## config.mk

```make
export PLATFORM = sky130hd
export DESIGN_NAME = csct_udiv_pipe
export DESIGN_NICKNAME = d
export VERILOG_FILES = /design/src/design/csct_udiv_pipe.sv
export SDC_FILE = /design/constraint.sdc
export NUM_CORES = 2
export LEC_CHECK = 0
export BUFFER_PORTS_ARGS = -buffer_cell sky130_fd_sc_hd__clkbuf_2
export CAP_MARGIN = 20
export CORE_MARGIN = 1.5
export CORE_UTILIZATION = 60
export DETAILED_ROUTE_END_ITERATION = 10
export PLACE_DENSITY = 0.76
export SYNTH_ARGS = -nofsm -noshare
export SYNTH_HDL_FRONTEND = slang
export SYNTH_SLANG_ARGS = --single-unit
export TNS_END_PERCENT = 50
```

## constraint.sdc

```tcl
create_clock -name clk -period 8.4 [get_ports clk]
set_clock_uncertainty 0.1 [all_clocks]
set_input_delay 0 -clock clk [delete_from_list [all_inputs] [get_ports clk]]
set_output_delay 0 -clock clk [all_outputs]
set_load 0.02 [all_outputs]
```

## src/design/csct_udiv_pipe.sv

```systemverilog
// Pipelined restoring divider, one quotient bit per stage, with a sideband that travels along.
module csct_udiv_pipe #(
    parameter int QW = 31,
    parameter int DW = 32,
    parameter int SW = 8
) (
    input  logic          clk,
    input  logic          rst_n,
    input  logic          en,
    input  logic          in_valid,
    input  logic [DW-1:0] rem_init,
    input  logic [QW-1:0] num_low,
    input  logic [DW-1:0] divisor,
    input  logic [SW-1:0] side_in,
    output logic          out_valid,
    output logic [QW-1:0] quotient,
    output logic [SW-1:0] side_out
);

    logic          v_w    [QW+1];
    logic [DW-1:0] rem_w  [QW+1];
    logic [QW-1:0] num_w  [QW+1];
    logic [QW-1:0] quo_w  [QW+1];
    logic [DW-1:0] den_w  [QW+1];
    logic [SW-1:0] side_w [QW+1];

    assign v_w[0]    = in_valid;
    assign rem_w[0]  = rem_init;
    assign num_w[0]  = num_low;
    assign quo_w[0]  = '0;
    assign den_w[0]  = divisor;
    assign side_w[0] = side_in;

    for (genvar k = 0; k < QW; k++) begin : g_stage
        logic          v_reg;
        logic [DW-1:0] rem_reg;
        logic [QW-1:0] num_reg;
        logic [QW-1:0] quo_reg;
        logic [DW-1:0] den_reg;
        logic [SW-1:0] side_reg;
        logic [DW:0]   shifted;
        logic          take;

        // Shift in the next dividend bit and subtract when it fits
        always_comb
        begin
            shifted = {rem_w[k], num_w[k][QW-1]};
            take    = (shifted >= {1'b0, den_w[k]});
        end

        always_ff @(posedge clk or negedge rst_n)
        begin
            if (!rst_n)
            begin
                v_reg <= 1'b0;
            end
            else if (en)
            begin
                v_reg <= v_w[k];
            end
        end

        always_ff @(posedge clk)
        begin
            if (en)
            begin
                rem_reg  <= take ? DW'(shifted - {1'b0, den_w[k]}) : shifted[DW-1:0];
                num_reg  <= {num_w[k][QW-2:0], 1'b0};
                quo_reg  <= {quo_w[k][QW-2:0], take};
                den_reg  <= den_w[k];
                side_reg <= side_w[k];
            end
        end

        assign v_w[k+1]    = v_reg;
        assign rem_w[k+1]  = rem_reg;
        assign num_w[k+1]  = num_reg;
        assign quo_w[k+1]  = quo_reg;
        assign den_w[k+1]  = den_reg;
        assign side_w[k+1] = side_reg;
    end

    assign out_valid = v_w[QW];
    assign quotient  = quo_w[QW];
    assign side_out  = side_w[QW];

endmodule

```

After elaboration in Yosys (flattened, before gate mapping)
Cells that the tools add are included.

storage, ports and cells
  bits in latches = 0
  memories kept = 0
  input bits = 107
  word-level logic and storage cells = 274
  RAM bits = 0
  bits in registers = 3160
  bits in read-only memories = 0

cells by class
  shifts and indexed selects = 0
  reductions and logical operators = 0
  bitwise gates (word level) = 0
  div/mod/pow operators = 0
  muxes and demuxes = 30
  order comparisons = 31
  $mul = 0
  $add $sub $neg = 30
  equal/unequal tests = 0

operator list
  operator                                      count
  greater-or-equal comparator 33 x 32 -> 1 bit  31
  two-way mux 32 bit                            30
  subtractor 32 bit                             30

Longest topological paths before layout
  depth after elaboration = 2
  mapped depth = 16
  gate-level depth less buffers = 13

Worst setup path after synthesis
OpenSTA, ideal clock, no wires.

  kind = register to register
  start = reg g_stage[17].den_reg[1]
  end = reg g_stage[18].rem_reg[10] (data pin)
  stages on the path, launching flop included = 15
  data arrival time = 3.122 ns
  clock period less this slack = 3.482 ns
  slack = 4.918 ns
  path through = edfxtp_1 > inv_1 > ha_1 > nor2b_1 > o21ai_2 > a21boi_4 > o21a_4 > a41o_1 > o221a_4 > a31oi_4 > a21oi_1 > or4b_1 > buf_6 > buf_12 > mux2_4

on the way
  longest elaborated chain between the ends = 2
  elaborated cells on any way between the ends = 3
  those cells by class = add/sub (1); order compare (1); mux (1)

ends and longest elaborated chain
  what                                                                                      line    RTL
  start: declaration                                                                        39      logic [DW-1:0] den_reg;
  start signal: assignment                                                                  70      den_reg <= den_w[k];
  subtractor 32 bit / greater-or-equal comparator 33 x 32 -> 1 bit (equally long branches)  67, 48
  two-way mux 32 bit (*)                                                                    67      rem_reg <= take ? DW'(shifted - {1'b0, den_w[k]}) : shifted[DW-1:0];
  end signal: assignment                                                                    67
  end: declaration                                                                          36      logic [DW-1:0] rem_reg;

Every way passes the cells marked *; elsewhere a longest branch is shown, timed or not.
A chain may end at the register's enable or synchronous reset.

Worst setup path in the final report
  start = reg g_stage[13].rem_reg[10]
  end = reg g_stage[14].rem_reg[19] (data pin)

on the way
  longest elaborated chain between the ends = 2
  elaborated cells on any way between the ends = 3
  those cells by class = add/sub (1); order compare (1); mux (1)

ends and longest elaborated chain
  what                                                                                      line
  start: declaration                                                                        36
  start signal: assignment                                                                  67
  subtractor 32 bit / greater-or-equal comparator 33 x 32 -> 1 bit (equally long branches)  67, 48
  two-way mux 32 bit (*)                                                                    67
  end signal: assignment                                                                    67
  end: declaration                                                                          36

Marks and branches as above.

==> flow_metrics.py <==
metrics = {
    "drt": {
        "firstDrtPassIters": 6,
        "routed_wl_um": 362100,
        "routedWlPerCell_um": 21.38,
        "drt_iter0_markers": 8682,
        "vias": 100200,
        "drcViolationCount": 0,
        "via_per_inst": 5.919,
        "detail-route-antenna-nets": 0,
    },
    "power": {
        "power_density_nw_per_um2": 389.2,
        "sw_frac_of_total": 0.3622,
        "p_int_mw": 43.86,
        "comb_power_share": 0.425,
        "pwr-share-seq": 0.363,
        "power_mw": 68.77,
        "switchingPower_mw": 24.91,
        "clkPwrFrac": 0.212,
        "power_leakage_nw": 71.07,
        "peakVddDrop_mv": 0.3126,
    },
    "cts": {
        "cts_tree": "yes",
        "clk_path_buf_depth": 4,
        "cts_resized": 0,
        "cts-root-buf": "clkbuf_16",
        "cts_sinks": 3160,
        "postCtsHoldBufs": 241,
        "clock_latency_ns": 0.94,
        "postCtsSetupRepairBufs": 0,
        "clk_pin_slew_ns": 0.06,
        "cts_buffers": 326,
        "htree_levels": 5,
    },
    "setup_path": {
        "path_max_fanout": 50,
        "critPathLaunchType": "register",
        "arrival_ns": 5.23,
        "cp-startpoint": "g_stage[13].rem_reg[10]",
        "crit_required_ns": 8.94,
        "r2r_start": "g_stage[13].rem_reg[10]",
        "end_kind": "register",
        "crit_type": "reg -> reg",
    },
    "cells_and_area": {
        "drive_gt1_frac": 0.09911,
        "stdcell_count": 16940,
        "nets": 14290,
        "area_delta_synth_final_pct": 11.25,
        "fillers": 18860,
    },
    "synthesis": {
        "yosysWarnings": 0,
        "synth_edf_count": 3129,
        "ys_types": 106,
        "synth_flop_cell": "edfxtp_1",
        "netlist_area_um2": 158800,
        "ys_seq_elements": 3160,
        "async_flop_share": 0.009810,
        "syn_inst": 12650,
        "seq_area_frac_synth": 0.5964,
        "syn_avg_cell_area_um2": 12.56,
        "synth_nets": 13780,
    },
    "floorplan": {
        "die_w_um": 517.5,
        "dieHeight_um": 517.5,
        "fp.dieArea_um2": 267800,
        "std_cell_rows": 188,
        "coreArea_um2": 262700,
        "initial_utilization": 0.6045,
        "num_io_pins": 147,
    },
    "global_route": {
        "antenna_found_initial": 7,
        "grt_max_degree": 194,
        "grt_pass1_vias": 98480,
        "grt_usage": 0.2661,
        "grt-ovfl-total": 0,
        "grt_pass1_wl_um": 561000,
    },
    "timing": {
        "fin_crit_sh": 0.5591,
        "rsz0062_at_grt": "false",
        "max_freq_ghz": 0.2129,
        "setup_tns_ns": 0,
        "worst_slack_ns": 3.703,
        "worst_slew_pin_slew_ns": 1.204,
        "min_period_ns": 4.697,
        "slew_headroom": 0.1976,
        "setup_viol": 0,
        "finalHoldViolations": 0,
        "drv_slew": 0,
    },
    "min_path": {
        "hold_path.startpoint": "en",
        "worstHoldPathType": "in -> reg",
    },
    "placed_design": {
        "pre_cts_ws_ns": 3.845,
        "post-dp-hpwl_um": 260200,
        "port_buffers": 146,
        "routabilityCongestion": 0.9498,
        "placed_cells": 16100,
    },
    "run": {
        "drv_cap": 0,
    },
    "run_status": {
        "outcome": "finished, final reports clean",
    },
}
## final timing paths
| check | cells past startpoint | slack [ns] | endpoint |
|---|---|---|---|
| worst max-delay path | 12 | 3.70 | g_stage[14].rem_reg[19] |
| worst min-delay path | 2 | 0.04 | g_stage[0].num_reg[19] |
| worst max register to register | 12 | 3.70 | g_stage[14].rem_reg[19] |
| worst min register to register | 0 | 0.27 | g_stage[17].quo_reg[3] |
| max in group asynchronous | 5 | 7.41 | g_stage[12].v_reg |
| min in group asynchronous | 5 | 0.61 | g_stage[0].v_reg |
## layout make-up
cell class,instances,area [um2],share of cell area
sequential,3160,94740,0.5361
multi-input combinational,7968,58290,0.3299
clock buffer,385,8464,0.04790
inverter,1256,4715,0.02668
tap,3515,4398,0.02489
timing repair buffer,448,3814,0.02158
clock inverter,202,2283,0.01292
antenna,2,5.005,0.00002832
## cell usage after synthesis (28+ instances only)
cell type	n	area share
o21ai_0	675	0.021
and3_1	93	0.0037
o21a_1	115	0.0054
dfrtp_1	31	0.0049
xor2_1	302	0.017
nor2_1	598	0.014
and2_1	44	0.0017
a31oi_1	90	0.0035
nand4_1	149	0.0059
edfxtp_1	3129	0.59
o31ai_1	68	0.0032
nor4_1	45	0.0018
a21oi_1	947	0.030
or2_2	38	0.0015
nor3_1	139	0.0044
buf_2	36	0.0011
xnor2_1	483	0.027
fa_1	30	0.0038
clkbuf_1	185	0.0044
a21o_1	534	0.025
o211ai_1	50	0.0024
o21bai_1	122	0.0058
mux2_2	496	0.035
or3_1	38	0.0015
o21ai_1	32	0.0010
nor2b_1	146	0.0058
nand2_1	766	0.018
inv_1	1255	0.030
a21boi_0	38	0.0018
a211oi_1	67	0.0032
nand2b_1	136	0.0054
o31a_1	33	0.0018
mux2_1	36	0.0026
a31o_2	28	0.0015
mux2i_1	49	0.0031
nand3_1	183	0.0058
ha_1	992	0.078
## power groups by stage
| stage | Combinational [mW] | Clock [mW] | Sequential [mW] |
|---|---|---|---|
| 2_1_floorplan | 22.4 | 0 | 23.8 |
| 3_3_place_gp | 28.0 | 0 | 25.3 |
| 3_5_place_dp | 28.6 | 0 | 25.3 |
| 4_1_cts | 29.0 | 14.9 | 25.0 |
| 5_1_grt | 32.3 | 15.5 | 25.3 |
| 6_report | 29.2 | 14.6 | 25.0 |
## cells in the final DEF, fill, tap and decap left out, drive strengths merged, types with 47 or more instances in the layout
cell type    Yosys  layout
a21oi          949     949
nand3          183     183
o21ai          710     710
a211oi          68      68
xnor2          483     483
o211ai          50      50
and3            95      95
clkbuf         186     530
ha             992     992
edfxtp        3129    3129
nand2          766     766
nand2b         136     136
and2            47      47
o21bai         122     122
nand4          149     149
a31oi           93      93
mux2i           49      49
dlygate4sd3      0     240
a21o           534     534
mux2           559     559
o31ai           69      69
o21a           116     116
clkinv           0     129
nor3           141     141
nor2b          146     146
inv           1256    1267
buf             79      63
xor2           302     302
nor2           598     598
## stage by stage
step                  util  cell area [um2]  hold WS, ns
finish              0.6725           176700      0.04205
global route        0.6725           176700      0.02561
CTS                 0.6724           176700      0.02493
detailed placement  0.6222           163500     0.002061
global placement    0.6222           163500     -0.01991
floorplan                -           158800      -0.3956
## cell families (layout without fill, tap and decap cells)
kind of cell,count (synthesis),after routing,share of synthesized area
compound gates,3084,3084,0.1232
mux,608,608,0.04336
other cells,0,2,0
simple gates,2469,2469,0.07448
fa+ha+maj,1022,1022,0.08192
xor+xnor,785,785,0.04329
flops,3160,3160,0.5964
buf+inv,1521,2291,0.03734
## layer usage
layer	GRT usage	part of all wire
met5	0	0
met4	0.08241	0.032
met3	0.03148	0.053
met1	0.3507	0.42
met2	0.4610	0.50
## critical path, cell delays in order (launching register included)
cell,delay [ns]
edfxtp_1,0.39
ha_1,0.42
nand3_1,0.14
or2_1,0.26
a2111oi_0,0.85
o21ai_0,0.36
a21oi_1,0.31
o21ai_1,0.14
a21oi_1,0.16
o21ai_1,0.24
inv_1,0.11
buf_4,0.49
mux2_2,0.41
No activity file was read; power rests on OpenSTA's default activity.
